`src/rtl/mrfd_pkg.sv`:
```
package mrfd_pkg;

  // Frame phases of the reply decoder.
  localparam logic [2:0] PH_PREAMBLE = 3'd0;
  localparam logic [2:0] PH_ADDRESS  = 3'd1;
  localparam logic [2:0] PH_START2   = 3'd2;
  localparam logic [2:0] PH_CONTROL  = 3'd3;
  localparam logic [2:0] PH_LENGTH   = 3'd4;
  localparam logic [2:0] PH_DATAID   = 3'd5;
  localparam logic [2:0] PH_DATA     = 3'd6;
  localparam logic [2:0] PH_DISCARD  = 3'd7;

  // Final frame status codes.
  localparam logic [2:0] ST_READ_OK   = 3'd0;
  localparam logic [2:0] ST_SET_OK    = 3'd1;
  localparam logic [2:0] ST_NO_ITEM   = 3'd2;
  localparam logic [2:0] ST_SET_FAIL  = 3'd3;
  localparam logic [2:0] ST_FRAME_ERR = 3'd4;
  localparam logic [2:0] ST_TIMEOUT   = 3'd5;

  // Input word kinds and result word kinds.
  localparam logic OP_BYTE    = 1'b0;
  localparam logic OP_TICK    = 1'b1;
  localparam logic KIND_DATA  = 1'b0;
  localparam logic KIND_FINAL = 1'b1;

  // Frame bytes.
  localparam logic [7:0] START_BYTE  = 8'h68;
  localparam logic [7:0] PRE_FE      = 8'hFE;
  localparam logic [7:0] PRE_00      = 8'h00;
  localparam logic [7:0] CTL_READ_OK = 8'h91;
  localparam logic [7:0] CTL_SET_OK  = 8'h94;
  localparam logic [7:0] CTL_NO_ITEM = 8'hD1;
  localparam logic [7:0] CTL_SET_BAD = 8'hD4;
  localparam logic [7:0] DATA_OFFSET = 8'h33;

  localparam int unsigned ADDR_BYTES   = 6;
  localparam int unsigned DATAID_BYTES = 4;

  localparam int unsigned LIMIT_W = 24;
  localparam logic [LIMIT_W-1:0] LIMIT_RESET = 24'd100000;

  // Register index of the configuration port.
  localparam logic REG_IDLE_LIMIT = 1'b0;

  // Result of one step of the decoder.
  typedef struct packed {
    logic       valid;
    logic       kind;
    logic [7:0] data_byte;
    logic [2:0] status;
  } res_t;

endpackage

```
`src/rtl/mrfd_core.sv`:
```
module mrfd_core (
  input  logic                           clk,
  input  logic                           rst_n,
  input  logic                           take,
  input  logic                           op,
  input  logic [7:0]                     rx_byte,
  input  logic [mrfd_pkg::LIMIT_W-1:0]   idle_limit,
  output mrfd_pkg::res_t                 res
);
  import mrfd_pkg::*;

  logic [2:0]         phase_r, phase_nxt;
  logic [2:0]         fpos_r, fpos_nxt;
  logic [7:0]         remain_r, remain_nxt;
  logic [2:0]         class_r, class_nxt;
  logic               seen_r, seen_nxt;
  logic [LIMIT_W-1:0] idle_r, idle_nxt;
  logic [LIMIT_W:0]   idle_inc;
  logic [2:0]         fpos_inc;
  logic [7:0]         remain_dec;
  logic               window_close;

  assign idle_inc     = {1'b0, idle_r} + {{LIMIT_W{1'b0}}, 1'b1};
  assign fpos_inc     = fpos_r + 3'd1;
  assign remain_dec   = remain_r - 8'd1;
  assign window_close = take && (op == OP_TICK) && (idle_inc > {1'b0, idle_limit});

  always_comb begin
    phase_nxt  = phase_r;
    fpos_nxt   = fpos_r;
    remain_nxt = remain_r;
    class_nxt  = class_r;
    seen_nxt   = seen_r;
    idle_nxt   = idle_r;
    res        = '0;
    if (take && op == OP_TICK) begin
      if (window_close) begin
        res.valid  = 1'b1;
        res.kind   = KIND_FINAL;
        res.status = seen_r ? class_r : ST_TIMEOUT;
        phase_nxt  = PH_PREAMBLE;
        fpos_nxt   = '0;
        remain_nxt = '0;
        class_nxt  = ST_FRAME_ERR;
        seen_nxt   = 1'b0;
        idle_nxt   = '0;
      end else begin
        idle_nxt = idle_inc[LIMIT_W-1:0];
      end
    end else if (take) begin
      idle_nxt = '0;
      seen_nxt = 1'b1;
      case (phase_r)
        PH_PREAMBLE: begin
          if (rx_byte == START_BYTE) begin
            phase_nxt = PH_ADDRESS;
            fpos_nxt  = '0;
          end else if (rx_byte != PRE_FE && rx_byte != PRE_00) begin
            phase_nxt = PH_DISCARD;
          end
        end
        PH_ADDRESS: begin
          fpos_nxt = fpos_inc;
          if (fpos_inc >= 3'(ADDR_BYTES)) begin
            fpos_nxt  = '0;
            phase_nxt = PH_START2;
          end
        end
        PH_START2: begin
          phase_nxt = (rx_byte == START_BYTE) ? PH_CONTROL : PH_DISCARD;
        end
        PH_CONTROL: begin
          phase_nxt = PH_DISCARD;
          case (rx_byte)
            CTL_READ_OK: begin
              class_nxt = ST_READ_OK;
              phase_nxt = PH_LENGTH;
            end
            CTL_SET_OK:  class_nxt = ST_SET_OK;
            CTL_NO_ITEM: class_nxt = ST_NO_ITEM;
            CTL_SET_BAD: class_nxt = ST_SET_FAIL;
            default:     class_nxt = ST_FRAME_ERR;
          endcase
        end
        PH_LENGTH: begin
          remain_nxt = (rx_byte >= 8'(DATAID_BYTES)) ? rx_byte - 8'(DATAID_BYTES) : 8'd0;
          fpos_nxt   = '0;
          phase_nxt  = PH_DATAID;
        end
        PH_DATAID: begin
          fpos_nxt = fpos_inc;
          if (fpos_inc >= 3'(DATAID_BYTES)) begin
            fpos_nxt  = '0;
            phase_nxt = (remain_r != 8'd0) ? PH_DATA : PH_DISCARD;
          end
        end
        PH_DATA: begin
          res.valid     = 1'b1;
          res.kind      = KIND_DATA;
          res.data_byte = rx_byte - DATA_OFFSET;
          remain_nxt    = remain_dec;
          if (remain_dec == 8'd0) begin
            phase_nxt = PH_DISCARD;
          end
        end
        default: begin
        end
      endcase
    end
  end

  always_ff @(posedge clk) begin
    if (!rst_n) begin
      phase_r  <= PH_PREAMBLE;
      fpos_r   <= '0;
      remain_r <= '0;
      class_r  <= ST_FRAME_ERR;
      seen_r   <= 1'b0;
      idle_r   <= '0;
    end else begin
      phase_r  <= phase_nxt;
      fpos_r   <= fpos_nxt;
      remain_r <= remain_nxt;
      class_r  <= class_nxt;
      seen_r   <= seen_nxt;
      idle_r   <= idle_nxt;
    end
  end

  // The data phase is only ever entered with bytes still owed.
  a_data_remaining: assert property (@(posedge clk) disable iff (!rst_n)
    phase_r == PH_DATA |-> remain_r != 8'd0)
    else $error("data phase with no bytes remaining");

  // A closed window leaves every piece of frame state at its reset value.
  a_close_clears: assert property (@(posedge clk) disable iff (!rst_n)
    window_close |=> phase_r == PH_PREAMBLE && !seen_r && idle_r == '0
                     && class_r == ST_FRAME_ERR)
    else $error("window close did not restart the decoder");

  // The field counter never runs past the address field.
  a_fpos_range: assert property (@(posedge clk) disable iff (!rst_n)
    fpos_r < 3'(ADDR_BYTES))
    else $error("field position out of range");

  // A data byte result only comes from a received byte in the data phase.
  a_data_source: assert property (@(posedge clk) disable iff (!rst_n)
    res.valid && res.kind == KIND_DATA |-> phase_r == PH_DATA && op == OP_BYTE)
    else $error("data result outside the data phase");

endmodule

```
`src/rtl/meter_reply_frame_decoder.sv`:
```
// Reply frame decoder for a DL/T 645 style meter link. Each input word is
// either one received byte (in_tuser low, byte in in_tdata) or one idle tick
// (in_tuser high). The decoder skips 0xFE/0x00 preamble bytes, expects 0x68,
// six address bytes and a second 0x68, classifies the control byte, reads the
// length and skips the four data-id bytes; for a read-ok reply (0x91) each
// following data byte is passed out at once with 0x33 removed. Checksum and
// the 0x16 end byte are not checked, and bytes after the data are ignored.
// When the idle tick count since the last byte exceeds idle_limit, one final
// status word is sent (0 read ok, 1 set ok, 2 no such item, 3 set failed,
// 4 frame error, 5 timeout when no byte arrived at all) and the decoder
// starts afresh. Every input word is handled in the cycle it is accepted and
// its result, if any, appears in the output register on the next cycle, so
// the block takes one word per clock; it stalls only while a result waits in
// the output register and out_tready is low. idle_limit lies at byte address
// 0 of the register port and should be written only while the block is idle.
module meter_reply_frame_decoder (
  input  logic        clk,
  input  logic        rst_n,
  // Input stream.
  input  logic        in_tvalid,
  output logic        in_tready,
  input  logic [7:0]  in_tdata,   // [7:0] rx_byte
  input  logic        in_tuser,   // [0] operation: 0 byte, 1 idle tick
  // Result stream.
  output logic        out_tvalid,
  input  logic        out_tready,
  output logic [15:0] out_tdata,  // [7:0] out_byte, [10:8] status, [15:11] zero
  output logic        out_tuser,  // [0] out_kind: 0 data byte, 1 final status
  // Register port.
  input  logic        cfg_psel,
  input  logic        cfg_penable,
  input  logic        cfg_pwrite,
  input  logic [2:0]  cfg_paddr,
  input  logic [31:0] cfg_pwdata,
  output logic [31:0] cfg_prdata,
  output logic        cfg_pready
);
  import mrfd_pkg::*;

  logic [LIMIT_W-1:0] limit_r;
  logic               cfg_write;
  logic               in_accept;
  res_t               res;
  logic               out_valid_r;
  logic               out_kind_r;
  logic [7:0]         out_byte_r;
  logic [2:0]         out_status_r;

  // Registers are word aligned; address bit 2 picks the register.
  assign cfg_pready = 1'b1;
  assign cfg_write  = cfg_psel && cfg_penable && cfg_pwrite && cfg_pready;
  assign cfg_prdata = (cfg_paddr[2] == REG_IDLE_LIMIT) ?
                      {{(32-LIMIT_W){1'b0}}, limit_r} : 32'd0;

  always_ff @(posedge clk) begin
    if (!rst_n) begin
      limit_r <= LIMIT_RESET;
    end else if (cfg_write && cfg_paddr[2] == REG_IDLE_LIMIT) begin
      limit_r <= cfg_pwdata[LIMIT_W-1:0];
    end
  end

  // A new word is taken whenever the output register is empty or is being
  // emptied in this cycle.
  assign in_tready = !out_valid_r || out_tready;
  assign in_accept = in_tvalid && in_tready;

  mrfd_core u_core (
    .clk        (clk),
    .rst_n      (rst_n),
    .take       (in_accept),
    .op         (in_tuser),
    .rx_byte    (in_tdata),
    .idle_limit (limit_r),
    .res        (res)
  );

  always_ff @(posedge clk) begin
    if (!rst_n) begin
      out_valid_r <= 1'b0;
    end else if (in_accept) begin
      out_valid_r <= res.valid;
    end else if (out_tready) begin
      out_valid_r <= 1'b0;
    end
  end

  always_ff @(posedge clk) begin
    if (in_accept && res.valid) begin
      out_kind_r   <= res.kind;
      out_byte_r   <= res.data_byte;
      out_status_r <= res.status;
    end
  end

  assign out_tvalid = out_valid_r;
  assign out_tuser  = out_kind_r;
  assign out_tdata  = {5'd0, out_status_r, out_byte_r};

  // A waiting result is never overwritten by a newly accepted word.
  a_no_overwrite: assert property (@(posedge clk) disable iff (!rst_n)
    out_valid_r && !out_tready |-> !in_accept)
    else $error("input accepted over a stalled result");

  // A result produced by an accepted word shows up on the next cycle.
  a_result_shown: assert property (@(posedge clk) disable iff (!rst_n)
    in_accept && res.valid |=> out_valid_r)
    else $error("result lost");

  // A data byte carries a zero status and a final status carries a zero byte.
  a_payload_form: assert property (@(posedge clk) disable iff (!rst_n)
    out_valid_r |-> (out_kind_r == KIND_DATA && out_status_r == 3'd0)
                 || (out_kind_r == KIND_FINAL && out_byte_r == 8'd0))
    else $error("malformed result word");

endmodule
```
`config.mk`:
```
export PLATFORM = sky130hd
export DESIGN_NAME = meter_reply_frame_decoder
export DESIGN_NICKNAME = d
export VERILOG_FILES = /design/src/rtl/mrfd_pkg.sv /design/src/rtl/mrfd_core.sv /design/src/rtl/meter_reply_frame_decoder.sv
export SDC_FILE = /design/constraint.sdc
export NUM_CORES = 1
export LEC_CHECK = 0
export ABC_AREA = 0
export BUFFER_PORTS_ARGS = -buffer_cell sky130_fd_sc_hd__buf_4
export CAP_MARGIN = 15
export CORE_MARGIN = 3
export CORE_UTILIZATION = 54
export CTS_CLUSTER_DIAMETER = 40
export DETAILED_ROUTE_END_ITERATION = 12
export GPL_TIMING_DRIVEN = 0
export PLACE_DENSITY = 0.79
export SETUP_SLACK_MARGIN = 0.1
export SKIP_LAST_GASP = 1
export SLEW_MARGIN = 5
export SYNTH_ARGS = -nofsm -noshare
export SYNTH_HDL_FRONTEND = slang
export SYNTH_SLANG_ARGS = --single-unit
```
`constraint.sdc`:
```
create_clock -name clk -period 4.65 [get_ports clk]
set_input_delay 0.2325 -clock clk [delete_from_list [all_inputs] [get_ports clk]]
set_output_delay 0.2325 -clock clk [all_outputs]
set_load 0.01 [all_outputs]
```
**Word-level counts from Yosys, hierarchy flattened**

Cells that the tools add are included.

- Add/subtract/negate cells: 5
- Magnitude comparators: 4
- Equality and inequality tests: 18
- Multiplexer cells: 42
- Bitwise logic cells: 3
- Reductions and logical operators: 28

Operators with widths:

| cell | count |
|---|---|
| 24-bit 2-to-1 mux | 4 |
| 3-bit 2-to-1 mux | 19 |
| 8-bit == test (second input constant) | 4 |
| 8-bit 2-to-1 mux | 4 |
| 24-bit by 1-bit adder with 25-bit output (second input constant) | 1 |
| 25-bit by 24-bit > comparator with 1-bit output | 1 |
| 3-bit one-hot mux with 4 select lines | 2 |
| 8-bit nonzero test | 3 |
| 3-bit one-hot mux with 7 select lines | 1 |
| 10-bit 2-to-1 mux | 2 |
| 8-bit one-hot mux with 2 select lines | 1 |
| 3-bit by 1-bit inequality test with 1-bit output (second input constant) | 4 |
| 3-bit == test (second input constant) | 3 |
| 3-bit AND reduction | 3 |
| 8-bit by 7-bit == test with 1-bit output (second input constant) | 1 |
| 8-bit by 3-bit greater-or-equal comparator with 1-bit output (second input constant) | 1 |
| 1-bit logical AND | 8 |
| 8-bit logical NOT | 1 |
| 8-bit inequality test (second input constant) | 1 |
| 8-bit by 1-bit subtractor with 8-bit output (second input constant) | 1 |
| 8-bit by 3-bit subtractor with 8-bit output (second input constant) | 1 |
| 8-bit by 6-bit subtractor with 8-bit output (second input constant) | 1 |
| 7-bit AND reduction | 1 |
| 3-bit by 2-bit == test with 1-bit output (second input constant) | 2 |
| 17 further kinds | 30 |

- Flip-flop bits (word level): 79
- Bits of input ports: 51
- Logic and storage cells: 112

**Logic depth before layout (Yosys ltp)**

Gate-level depths: netlist (run 1).

- Depth in word-level cells: 8
- Mapped depth: 17
- Depth with buffers taken out: 16

**Hierarchy**

From an unflattened synthesis (run 1), not the netlist that was laid out.

- Cells, all modules: 653
- Area total of the unflattened synthesis: 5447.7 µm²

Modules (own cells, without submodules):

| module | instances | cells each | area an instance (µm²) | sequential area each (µm²) |
|---|---|---|---|---|
| mrfd_core | 1 | 488 | 3744.8 | 840.8 |
| meter_reply_frame_decoder | 1 | 165 | 1702.9 | 860.8 |

**Worst setup path after synthesis (run 1)**

Ideal clock, no wire load.

- Path type: register to register
- From: register u_core.idle_r[0]
- To: register out_byte_r[0] (enable)
- Arrival time: 3.384 ns
- Data required time: 4.318 ns
- Setup slack: 0.934 ns
- Cell stages (with the launch flop): 16
- Buffers on the path: 0
- Period minus slack after synthesis: 3.716 ns
- Cell sequence: dfxtp_1 > ha_1 > and3_1 > nand2_1 > nor2_1 > nand4_1 > and2_1 > or2_2 > ha_1 > a21o_1 > a21o_1 > o221ai_1 > o311ai_0 > o21a_1 > o21ai_2 > nand2_1

- Cells in the longest elaborated chain, start to end: 6

RTL lines:

| item | line | source |
|---|---|---|
| start, declared | mrfd_core.sv:17 | `logic [LIMIT_W-1:0] idle_r, idle_nxt;` |
| start signal, assigned | mrfd_core.sv:126 | `idle_r <= idle_nxt;` |
| 24-bit by 1-bit adder with 25-bit output | mrfd_core.sv:23 | `assign idle_inc = {1'b0, idle_r} + {{LIMIT_W{1'b0}}, 1'b1};` |
| 25-bit by 24-bit > comparator with 1-bit output | mrfd_core.sv:26 | `assign window_close = take && (op == OP_TICK) && (idle_inc > {1'b0, idle_limit});` |
| 1-bit logical AND | mrfd_core.sv:26 |  |
| 2-bit 2-to-1 mux | mrfd_core.sv:37 | `if (window_close) begin` |
| 2-bit 2-to-1 mux | mrfd_core.sv:36 | `if (take && op == OP_TICK) begin` |
| 1-bit logical AND | meter_reply_frame_decoder.sv:89 | `if (in_accept && res.valid) begin` |
| end signal, assigned | meter_reply_frame_decoder.sv:91 | `out_byte_r <= res.data_byte;` |
| end, declared | meter_reply_frame_decoder.sv:46 | `logic [7:0] out_byte_r;` |

Every way passes these cells.
A chain may end at the register's enable or synchronous reset.

**Worst setup path in the final report (run 1)**

- From: register u_core.idle_r[1]
- To: register out_status_r[1] (data pin)

- Cells in the longest elaborated chain, start to end: 4

RTL lines:

| item | line | source |
|---|---|---|
| 24-bit by 1-bit adder with 25-bit output | mrfd_core.sv:23 |  |
| 25-bit by 24-bit > comparator with 1-bit output | mrfd_core.sv:26 |  |
| 1-bit logical AND | mrfd_core.sv:26 |  |
| 3-bit AND reduction (no line) | n/a |  |
| end signal, assigned | meter_reply_frame_decoder.sv:92 | `out_status_r <= res.status;` |
| end, declared | meter_reply_frame_decoder.sv:47 | `logic [2:0] out_status_r;` |

Every way passes these cells.

==> impl.org, run 1 <==
** Outcome
- Status :: finished, final reports clean

** Critical path
- Number of cells traversed by the worst register-to-register path :: 16
- STA classifies the critical path startpoint as a flop.
- Cell family with most CP delay :: simple AND/OR/NAND/NOR gates
- At the worst endpoint, the required time is 4.77 ns.
- The number of buffers and inverters on the critical path is 1.
- On the worst path, the slowest cell contributes a delay of 0.42 ns.
- The slowest stage of the critical path is the sky130_fd_sc_hd__dfxtp_1 cell.
- Counting buffers and inverters, the worst setup path is 16 cells deep.
- In this run the worst path has a maximum fanout of 7.
- For the worst setup path, the data arrival time is 4.34 ns.
- Kind of capture point of the worst setup path :: flop
- Cell Chain, Critical Path :: ha_1 -> and3_1 -> nand2_1 -> nor2_2 -> nand4_1 -> and2_1 -> or2_2 -> ha_1 -> a21o_1 -> a21o_1 -> o221ai_1 -> o311ai_1 -> o21a_2 -> o21ai_2 -> inv_1 -> and3_1
- Start-to-end type of the worst setup path :: flop to flop

** Clocking
- Buffers added to address setup during post-CTS repair amount to 0.
- Clock latency on the worst-skew pair :: 0.36 ns
- Gates resized during post-CTS repair numbered 1.
- H-Tree Depth :: 3
- Maximum buffer depth of the clock tree :: 2
- CTS Hold Bufs :: 0
- The root buffer cell chosen for the clock tree is sky130_fd_sc_hd__clkbuf_8.
- After clock tree synthesis, the clock-pin slew on the worst setup and hold paths is 0.09 ns.
- The clock drives 79 sinks.
- TritonCTS built the clock tree.
- In this run, CTS created clock tree buffers numbering 9.

** Synth
- Of the total synthesized cell area, the portion taken by AND, OR, NAND and NOR gates is 22.6%.
- Summing the sequential cell areas from Yosys gives 33.5% of the chip area.
- Post-synthesis cell count :: 621
- During synthesis, Yosys emitted a total of 0 warnings.
- After synthesis the netlist holds a flip-flop and latch count of 79.
- Xor/xnor share of the synthesized area :: 6.21%
- By area, the combinational part of the netlist is dominated by simple AND/OR/NAND/NOR gates.
- Avg Inst Size Synth :: 8.18 µm²
- Async SR Flop Fraction :: 0%
- Counting distinct cell types in the post-synthesis netlist gives 73.
- After synthesis, the share of cell area in mux cells is 0.985%.
- Synthesized-area fraction occupied by adder cells :: 8.86%
- Summing the areas of all compound-gate instances in the mapped netlist gives 18.2% of the synthesized area.
- Number of synthesized flops with an enable pin :: 12
- Predominant post-synthesis flop cell :: sky130_fd_sc_hd__dfxtp_1
- The cell area that synthesis handed to floorplanning was 5080 µm².

** Drt
- Drt first-iter violations :: 269
- Detailed Route WL :: 13.0 mm
- Vias per inst :: 5.75
- After detailed routing, the number of remaining DRC violations is 0.
- ANT nets after route :: 0
- The pre-antenna-repair detailed-routing pass consisted of 5 iterations.
- In the final routed layout, each cell accounts on average for 15.6 µm.
- The detailed router placed 4768 vias in this run.

** Cells and area
- Commonest non-fill, non-tap cell in the layout :: sky130_fd_sc_hd__buf_4
- Proportion of layout cells with a drive suffix above 1 :: 18.4%
- Ant diodes :: 0
- Commonest cells after routing, fill and taps aside :: sky130_fd_sc_hd__buf_4 (86), sky130_fd_sc_hd__nand2_1 (82), sky130_fd_sc_hd__dfxtp_1 (66)
- From synthesis to final layout, the design area changed by 18.3%.
- The final layout contains 803 nets.
- Fill count :: 770

** Pwr
- Cell area power density :: 237 nW/µm²
- Largest voltage drop on the vdd net :: 0.139 mV
- Summed over all cells, the static leakage comes to 2.55 nW.

** Global route
- Initial antenna violation count :: 0
- Vias in the first global route :: 4328
- For this run, the total global-route usage over all layers was measured as 24.8%.
- Global routing finished with a remaining overflow of 0.
- Entering global routing, the biggest net connects 15 pins.
- Wire length of the first global-routing pass :: 21.0 mm

** STA
- Pin slew with the least headroom to its limit :: 1.04 ns
- Setup repair after global routing missed its margin :: no
- Hold WS :: 0.0992 ns
- F_max :: 0.237 GHz
- Final-report hold violation count :: 0
- Clock skew on the completed layout was measured at 0.0134 ns.
- Headroom to the max-slew limit came out at 30.2%.
- In the final timing run, aggregate negative setup slack is 0 ns.
- Setup violations remaining at the end of the flow were counted as 0.
- After layout, the worst path uses 90.9% of the clock period.
- Final worst slack :: 0.425 ns
- Max-slew violation count :: 0
- Time the final worst path needs with I/O delays and setup :: 4.22 ns

** Placement
- Detailed placer's ending HPWL :: 9.99 mm
- During placement, the flow inserted port buffers numbering 72.
- At the end of routability-driven placement, the weighted congestion stood at 0.908.
- Worst slack at placement :: 0.107 ns

** Hold path
- Path category of the worst min-delay check :: input port to flop
- Hold Path Cell Cnt :: 3

** Job
- Count of max-cap constraint violations :: 0

** Floorplanning
- For this configuration, the core starts out at a cell density of 56.9%.
- The core region is 8930 µm².
- Overall die area :: 10600 µm²
- Chip Width :: 103 µm
- IO Pins :: 103
- Die boundary height :: 103 µm
- Number of cell rows :: 34
==> worst paths after layout <==
path,from,slack (ns),end
setup / recovery,u_core.idle_r[1]$_SDFFE_PN0P_,0.43,out_status_r[1]$_SDFFCE_PN0P_
hold / removal,cfg_pwdata[16],0.1,limit_r[16]$_SDFFE_PN1P_
setup reg to reg,u_core.idle_r[1]$_SDFFE_PN0P_,0.43,out_status_r[1]$_SDFFCE_PN0P_
hold reg to reg,limit_r[23]$_SDFFE_PN0P_,0.46,limit_r[23]$_SDFFE_PN0P_
==> layer usage <==
layer | wire (µm) | GRT usage (%) | share of wire (%) | vias to the layer above
met3 | 918 | 3.59 | 7.1 | 14
li1 | - | - | - | 2353
met4 | 142 | 6.47 | 1.1 | 0
met1 | 6230 | 38.3 | 48 | 2208
met5 | 0 | 0 | 0 | -
met2 | 5660 | 36.1 | 44 | 193
==> kinds of logic (layout without fill, tap and decap cells) <==
kind of cell | after synthesis | in the layout
compound gates | 133 | 133
buf+inv | 89 | 177
simple gates | 241 | 241
fa+ha+maj | 36 | 36
mux | 5 | 5
flops | 79 | 79
other cells | 2 | 14
xor+xnor | 36 | 36
==> where the power goes <==
part	switching (W)	leakage, nW	internal (W)
registers	0.00000688	0.644	0.000701
logic	0.000108	1.82	0.0000857
clock network	0.000275	0.0855	0.000248
total	0.000390	2.55	0.00103
==> cell type report <==
type	count	area [µm²]	share of cell area (%)
clock inverter	7	72.6	1.21
sequential	79	1700	28.3
clock buffer	9	124	2.06
tap	108	135	2.25
timing repair buffer	72	541	8.99
inverter	44	165	2.75
buffer	45	315	5.25
multi-input combinational	465	2950	49.2
==> tightest hold or removal path, cell delays in order <==
cell and delay (ns):
sky130_fd_sc_hd__buf_4 0.08, sky130_fd_sc_hd__nand2_1 0.04, sky130_fd_sc_hd__o211ai_1 0.07
==> stage by stage <==
step / instance area (µm²) / std cells / util [%] / total power [W]
2_1_floorplan: 5130 / 633 / - / 0.000848
3_3_place_gp: 5800 / 813 / 64.9 / 0.000908
3_5_place_dp: 5800 / 813 / 64.9 / 0.000912
4_1_cts: 6000 / 829 / 67.2 / 0.00142
5_1_grt: 6010 / 829 / 67.3 / 0.00147
6_report: 6010 / 829 / 67.3 / 0.00142
==> state kept, by name, summed over array words and instances (netlist names) <==
register,cells
out_tvalid,1
u_core.fpos_r,3
out_status_r,3
out_byte_r,8
u_core.idle_r,24
out_tuser,1
u_core.seen_r,1
u_core.phase_r,3
limit_r,24
u_core.remain_r,8
u_core.class_r,3
==> Yosys cell counts, drive strengths merged (5+ instances only) <==
| cell type | number | area (µm²) |
|---|---|---|
| inv | 43 | 161 |
| nor2 | 64 | 240 |
| a21o | 5 | 37.5 |
| xor2 | 16 | 140 |
| xnor2 | 20 | 175 |
| ha | 36 | 450 |
| nor4 | 5 | 31.3 |
| nand4 | 15 | 93.8 |
| o21ai | 17 | 88.8 |
| a31oi | 6 | 37.5 |
| o211ai | 8 | 60.1 |
| edfxtp | 12 | 360 |
| nor3 | 17 | 90.1 |
| a22o | 21 | 184 |
| nand2 | 83 | 312 |
| buf | 21 | 159 |
| clkbuf | 23 | 138 |
| a21oi | 35 | 175 |
| dfxtp | 67 | 1340 |
| o22ai | 8 | 56.3 |
| mux2i | 5 | 50.1 |
| nand3 | 23 | 115 |
| nand2b | 5 | 41.3 |
No activity file was read; power rests on OpenSTA's default activity.
==> inputs of run 2 (changes only) <==
--- a/config.mk
+++ b/config.mk
@@ -13,6 +13,7 @@
 export CTS_CLUSTER_DIAMETER = 40
 export DETAILED_ROUTE_END_ITERATION = 12
 export GPL_TIMING_DRIVEN = 0
+export MAX_ROUTING_LAYER = met4
 export PLACE_DENSITY = 0.79
 export SETUP_SLACK_MARGIN = 0.1
 export SKIP_LAST_GASP = 1
==> constraint.sdc (replaced) <==
create_clock -name clk -period 4.45 [get_ports clk]
set_input_delay 0.2225 -clock clk [delete_from_list [all_inputs] [get_ports clk]]
set_output_delay 0.2225 -clock clk [all_outputs]
set_load 0.01 [all_outputs]
==> impl.org, run 2 (synthesis gave the netlist of run 1 again) <==
** STA
- Setup repair after global routing could not meet its margin everywhere.
- Setup clock skew after layout :: 0.0113 ns
- Adding up every negative setup slack in the final design gives 0 ns.
- For the pin with the worst max-slew slack, the measured transition is 1.06 ns.
- Final-report hold violation count :: 0
- Slew Limit Headroom :: 28.5%
- F_max :: 0.239 GHz
- The final critical path takes up 94.1% of the cycle.
- The final number of max-transition violations came to 0.
- Time the final worst path needs with I/O delays and setup :: 4.19 ns
- Count of final setup violators :: 0

** Critical path
- The critical path is of the flop to flop type.
- For flop-to-flop paths, the worst setup slack is 0.26 ns.
- Worst reg2reg endpoint :: out_status_r[1]$_SDFFCE_PN0P_
- Type of origin of the critical path :: flop
- Critical path arrival :: 4.30 ns
- Kind of capture point of the worst setup path :: flop
- Along the worst path, the maximum fanout reaches 7.
- The critical path starts at u_core.idle_r[1]$_SDFFE_PN0P_.
- Reg-to-reg critical path startpoint :: u_core.idle_r[1]$_SDFFE_PN0P_
- Timing endpoint of the critical path :: out_status_r[1]$_SDFFCE_PN0P_
- Number of cells traversed by the worst register-to-register path :: 16
- Data required, critical path :: 4.57 ns

** Clocking
- The cell sitting at the root of the clock tree is a sky130_fd_sc_hd__clkbuf_8.
- Clock-pin slew of the registers on the worst-case setup and hold paths :: 0.09 ns
- The later pin in the worst-skew pair is clocked with a latency of 0.36 ns.
- Clock tree from TritonCTS :: yes
- H-Tree Depth :: 3
- Clock sink count :: 79
- Maximum buffer depth of the clock tree :: 2
- Total clock buffers created by CTS :: 9

** Placement
- Input and output buffers added on the ports amount to 72.
- Detailed placer's ending HPWL :: 10.2 mm
- Final weighted congestion in routability-driven placement :: 0.909

** Drt
- Drt first-iter violations :: 334
- After detailed routing, the average wire length per cell comes to 15.7 µm.
- For this block, the via count after detailed routing is 4809.
- Vias per inst :: 5.79
- For this run, design rule violations remaining after detail routing come to 0.
- ANT nets after route :: 0
- The routed design has 13.1 mm of wire.
- Drt first pass iters :: 5

** Global route
- Overflow left after global routing :: 0
- GRT Overall Usage :: 25.6%
- The initial antenna violation count is 0.
- Entering global routing, the biggest net connects 15 pins.
- The number of global-route vias before repair came to 4261.
- Wire length of the first global-routing pass :: 20.8 mm

** Cells and area
- Fin nets :: 805
- 0 antenna diodes ended up in the layout.
- Leaving out fill and tap cells, the most frequent cell in the layout is sky130_fd_sc_hd__buf_4.
- Fill count :: 768
- From synthesis to final layout, the design area changed by 18.7%.
- The post-route netlist has 19.4% of its cells at a drive strength greater than 1.
- Combined flip-flop and latch cell area :: 1700 µm²
- In the final layout, the registers with the most flip-flops are limit_r (24), u_core.idle_r (24).
- Summing all multi-input logic gate instances after layout gives 2980 µm².
- Commonest cells after routing, fill and taps aside :: sky130_fd_sc_hd__buf_4 (88), sky130_fd_sc_hd__nand2_1 (82), sky130_fd_sc_hd__dfxtp_1 (66)

** Pwr
- Share of total power in combinational logic :: 14.3%
- Internal power of the cells :: 0.00102 W
- Switching portion of total power :: 28.2%
- Summing internal, switching and leakage power gives 0.00143 W.
- Sequential fraction of design power :: 51.8%
- Largest voltage drop on the vdd net :: 0.119 mV
- Power share of the clock group :: 33.9%
- Power spread over the standard cell area amounts to 237 nW/µm².
- Switch Pwr :: 0.000403 W
- The analysis attributes to cell leakage a power of 2.56 nW.

** Floorplanning
- Die boundary height :: 103 µm
- 103 I/O pins were placed.
- After floorplanning, the core was sized to cover 8930 µm².
- The floorplan has 34 rows.
- Chip Width :: 103 µm
- The die covers 10600 µm².
- Initial Utilization :: 56.9%

** Hold path
- The tightest min-delay check is of the input port to flop type.

** Job
- Count of max-cap constraint violations :: 0

** Outcome
- Status :: finished, final reports clean
[run 2: worst min path at each step]
stage | end | cells after the start | slack, ns | start
floorplan | limit_r[11]$_SDFFE_PN0P_ | 2 | 0.36 | cfg_pwdata[11]
CTS | limit_r[16]$_SDFFE_PN1P_ | 3 | 0.08 | cfg_pwdata[16]
finish | limit_r[5]$_SDFFE_PN1P_ | 3 | 0.09 | cfg_pwdata[5]
detailed placement | limit_r[19]$_SDFFE_PN0P_ | 2 | 0.45 | limit_r[19]$_SDFFE_PN0P_
global placement | limit_r[23]$_SDFFE_PN0P_ | 2 | 0.44 | limit_r[23]$_SDFFE_PN0P_
global route | limit_r[5]$_SDFFE_PN1P_ | 3 | 0.09 | cfg_pwdata[5]
[run 2: power groups by stage]
| stage | Combinational, W | Sequential [W] | Clock (W) |
|---|---|---|---|
| 6_report | 0.000204 | 0.000740 | 0.000484 |
| 2_1_floorplan | 0.000132 | 0.000754 | 0 |
| 3_3_place_gp | 0.000195 | 0.000755 | 0 |
| 4_1_cts | 0.000200 | 0.000739 | 0.000489 |
| 3_5_place_dp | 0.000199 | 0.000756 | 0 |
| 5_1_grt | 0.000223 | 0.000741 | 0.000518 |
[run 2: routing by layer]
metal	GRT usage [%]	wire (µm)	vias up
met3	3.11	732	13
met4	8.07	156	0
met2	36.0	5800	164
met1	38.1	6390	2275
li1	-	-	2357
met5	-	0	-
[run 2: critical path, stage by stage, from the launching register on]
cell and delay, ns:
sky130_fd_sc_hd__dfxtp_1 0.42, sky130_fd_sc_hd__ha_2 0.26, sky130_fd_sc_hd__and3_1 0.24, sky130_fd_sc_hd__nand2_1 0.15
sky130_fd_sc_hd__nor2_2 0.21, sky130_fd_sc_hd__nand4_1 0.15, sky130_fd_sc_hd__and2_1 0.20, sky130_fd_sc_hd__or2_2 0.32
sky130_fd_sc_hd__ha_1 0.31, sky130_fd_sc_hd__a21o_1 0.17, sky130_fd_sc_hd__a21o_1 0.17, sky130_fd_sc_hd__o221ai_1 0.19
sky130_fd_sc_hd__o311ai_2 0.19, sky130_fd_sc_hd__o21a_2 0.33, sky130_fd_sc_hd__o21ai_4 0.22, sky130_fd_sc_hd__inv_1 0.19
sky130_fd_sc_hd__and3_1 0.23
[run 2: final cells by class]
cell class                 instances  share of cell area, %
sequential                        79                   28.2
clock buffer                       9                   2.05
tap                              108                   2.24
multi-input combinational        465                   49.5
clock inverter                     7                  0.809
inverter                          44                   2.74
buffer                            45                   5.23
timing repair buffer              74                   9.21
[run 2: stage by stage]
step / hold slack [ns] / setup slack, ns / instances / util [%] / area [µm²]
after global routing: 0.0907 / 0.0508 / 831 / 67.5 / 6030
after detailed placement: 0.448 / -0.0414 / 813 / 64.9 / 5800
final: 0.0889 / 0.261 / 831 / 67.5 / 6030
after global placement: 0.443 / 0.00497 / 813 / 64.9 / 5800
after CTS: 0.0808 / 0.104 / 829 / 66.9 / 5980
after floorplan: 0.358 / 0.734 / 633 / - / 5130
[run 2: timing repair]
| action | CTS | global route |
|---|---|---|
| endpoints found under the setup margin | 30 | 51 |
| hold buffers | 0 | 0 |
| setup buffers | 0 | 2 |
| gates resized for setup | 3 | 10 |
==> inputs of run 3 (changes only) <==
--- a/config.mk
+++ b/config.mk
@@ -11,10 +11,11 @@
 export CORE_MARGIN = 3
 export CORE_UTILIZATION = 54
 export CTS_CLUSTER_DIAMETER = 40
+export CTS_CLUSTER_SIZE = 12
 export DETAILED_ROUTE_END_ITERATION = 12
 export GPL_TIMING_DRIVEN = 0
 export MAX_ROUTING_LAYER = met4
-export PLACE_DENSITY = 0.79
+export PLACE_DENSITY_LB_ADDON = 0.2
 export SETUP_SLACK_MARGIN = 0.1
 export SKIP_LAST_GASP = 1
 export SLEW_MARGIN = 5
==> impl.org, run 3 (synthesis gave the netlist of run 1 again) <==
** Outcome
- The run finished with clean final reports.

** Critical path
- Cell Chain, Critical Path :: ha_2 -> and3_1 -> nand2_1 -> nor2_4 -> nand4_1 -> and2_1 -> or2_2 -> ha_1 -> a21o_1 -> a21o_1 -> o221ai_1 -> o311ai_1 -> o21a_2 -> o21ai_4 -> inv_2 -> and3_1
- Type of origin of the critical path :: flop
- The number of buffers and inverters on the critical path is 1.
- Critical path arrival :: 4.23 ns
- Setup slack of the most critical reg-to-reg path :: 0.32 ns
- Peak per-stage delay on the critical path :: 0.42 ns
- Along the worst path, the maximum fanout reaches 7.
- Grouping stages by cell kind, the critical path spends the most delay in simple AND/OR/NAND/NOR gates.
- Kind of capture point of the worst setup path :: flop
- Number of cells traversed by the worst register-to-register path :: 16
- Worst reg2reg endpoint :: out_status_r[1]$_SDFFCE_PN0P_
- In this run the worst setup path begins at u_core.idle_r[0]$_SDFFE_PN0P_.
- Reg-to-reg critical path startpoint :: u_core.idle_r[0]$_SDFFE_PN0P_
- Cell at the slowest stage of the critical path :: sky130_fd_sc_hd__dfxtp_2
- Start-to-end type of the worst setup path :: flop to flop
- Data required, critical path :: 4.55 ns

** STA
- Setup clock skew after layout :: 0.0133 ns
- The worst path in the final design needs a cycle of 4.13 ns, including I/O delays and setup.
- Final worst slack :: 0.324 ns
- Setup repair after global routing missed its margin :: no
- Hold WS :: 0.0908 ns
- Pin slew with the least headroom to its limit :: 0.975 ns
- Final-report hold violation count :: 0
- Max-slew violation count :: 0
- Setup violations remaining at the end of the flow were counted as 0.
- Final period utilization :: 92.7%
- The worst pin sits at a relative slew slack of 34.4%.
- Static timing analysis puts the maximum clock frequency at 0.242 GHz.

** Clocking
- Total clock buffers created by CTS :: 9
- TritonCTS built the clock tree.
- The tree is rooted in a sky130_fd_sc_hd__clkbuf_8.
- After clock tree synthesis, the clock-pin slew on the worst setup and hold paths is 0.08 ns.
- The number of hold buffers added after CTS was 0.
- Maximum buffer depth of the clock tree :: 2
- The clock tree synthesis step divided the H-tree into 3 levels.
- Post-CTS setup buffers :: 0
- The later pin in the worst-skew pair is clocked with a latency of 0.35 ns.
- Clock sink count :: 79

** Floorplanning
- Chip Width :: 103 µm
- Core ar. :: 8930 µm²
- Overall die area :: 10600 µm²
- Initial Utilization :: 56.9%
- IO Pins :: 103
- The die is 103 µm tall.
- Number of cell rows :: 34

** Global route
- Maximum number of pins on one net before global-route repair :: 14
- Vias in the first global route :: 4375
- GRT Overall Usage :: 25.2%
- Overflow left after global routing :: 0
- The initial antenna violation count came to 0.
- The first global-routing pass estimated 20.7 mm of wire.

** Cells and area
- The final layout contains 803 nets.
- Counting the fill cells in the layout gives 763.
- The number of antenna diodes in the final layout is 0.
- At the end of the flow the core is filled with cells to 67.6%.
- Top Registers :: limit_r (24), u_core.idle_r (24)
- In the layout the commonest cells are sky130_fd_sc_hd__buf_4 (86), sky130_fd_sc_hd__nand2_1 (82), sky130_fd_sc_hd__dfxtp_1 (66).
- Layout overhead on the synthesized area :: 18.9%
- Leaving out fill and tap cells, the most frequent cell in the layout is sky130_fd_sc_hd__buf_4.
- Proportion of layout cells with a drive suffix above 1 :: 19.3%

** Drt
- Via count :: 4781
- Wires add up to 12.9 mm.
- Once detail routing completed, the nets flagged for antenna violations numbered 0.
- Residual DRC count :: 0
- Drt first-iter violations :: 339
- Routed wire per std cell :: 15.6 µm
- Before antenna repair, the detailed router went through 6 iterations.
- Vias per inst :: 5.77

** Pwr
- The analysis attributes to cell leakage a power of 2.56 nW.
- Largest voltage drop on the vdd net :: 0.126 mV
- Total Power Consumption :: 0.00147 W
- Cell area power density :: 244 nW/µm²

** Hold path
- The min-delay analysis places its worst path in the category input port to flop.
- The path with the worst hold slack has its endpoint at limit_r[9]$_SDFFE_PN1P_.
- Hold Path Cell Cnt :: 3
- Hold wc startpoint :: cfg_pwdata[9]

** Placement
- Worst slack at placement :: -0.0653 ns
- In this run the tool buffered the top-level ports with 72 buffer cells.
- Detailed placer's ending HPWL :: 10.0 mm
- The congestion estimate from routability-driven global placement came to 0.910.

** Job
- Max-cap violations in this run came to 0.
## run 3: final cells by class
class | count | area [µm²] | area share, %
multi-input cells | 465 | 2990 | 49.5
flip-flops and latches | 79 | 1700 | 28.2
repair buffers | 72 | 541 | 8.95
plain buffers | 45 | 315 | 5.22
inverters | 44 | 165 | 2.73
clock buffers | 11 | 141 | 2.34
well taps | 108 | 135 | 2.24
clock inverters | 4 | 47.5 | 0.787
## run 3: where the power goes
part | switching [W] | internal [W]
clock | 0.000260 | 0.000270
combinational | 0.000112 | 0.0000902
sequential | 0.00000709 | 0.000732
total | 0.000379 | 0.00109
## run 3: stage by stage
stage	instances	TNS [ns]	cell area, µm²
after floorplan	633	0	5130
after global placement	813	0	5800
after detailed placement	813	-0.782	5800
after CTS	828	0	6000
after global routing	828	0	6040
final	828	0	6040
## run 3: tightest hold or removal path, delay by kind of cell
kind	cells	cell delay (ns)
AOI/OAI and AO/OA	1	0.07
buffers and inverters	1	0.07
and+or+nand+nor	1	0.04
## run 3: worst max path at each step
stage / to / depth (start not counted)
after floorplan: out_byte_r[0]$_SDFFCE_PP0P_ / 15
after global placement: out_byte_r[1]$_SDFFCE_PP0P_ / 15
after detailed placement: out_byte_r[4]$_SDFFCE_PP0P_ / 14
after CTS: out_status_r[1]$_SDFFCE_PN0P_ / 16
after global routing: out_status_r[1]$_SDFFCE_PN0P_ / 16
final: out_status_r[1]$_SDFFCE_PN0P_ / 16
## run 3: what timing repair did
action / CTS / global route
pin swaps: 0 / 1
hold endpoints to repair: 0 / 0
resized for setup: 3 / 13
endpoints found under the setup margin: 30 / 53
## run 3: metal layers
| metal | up-vias | GRT usage (%) | part of all wire, % |
|---|---|---|---|
| met1 | 2223 | 36.6 | 48 |
| met2 | 186 | 37.0 | 44 |
| met3 | 21 | 3.25 | 6.6 |
| li1 | 2351 | - | - |
| met5 | - | - | 0 |
| met4 | 0 | 6.67 | 1.3 |
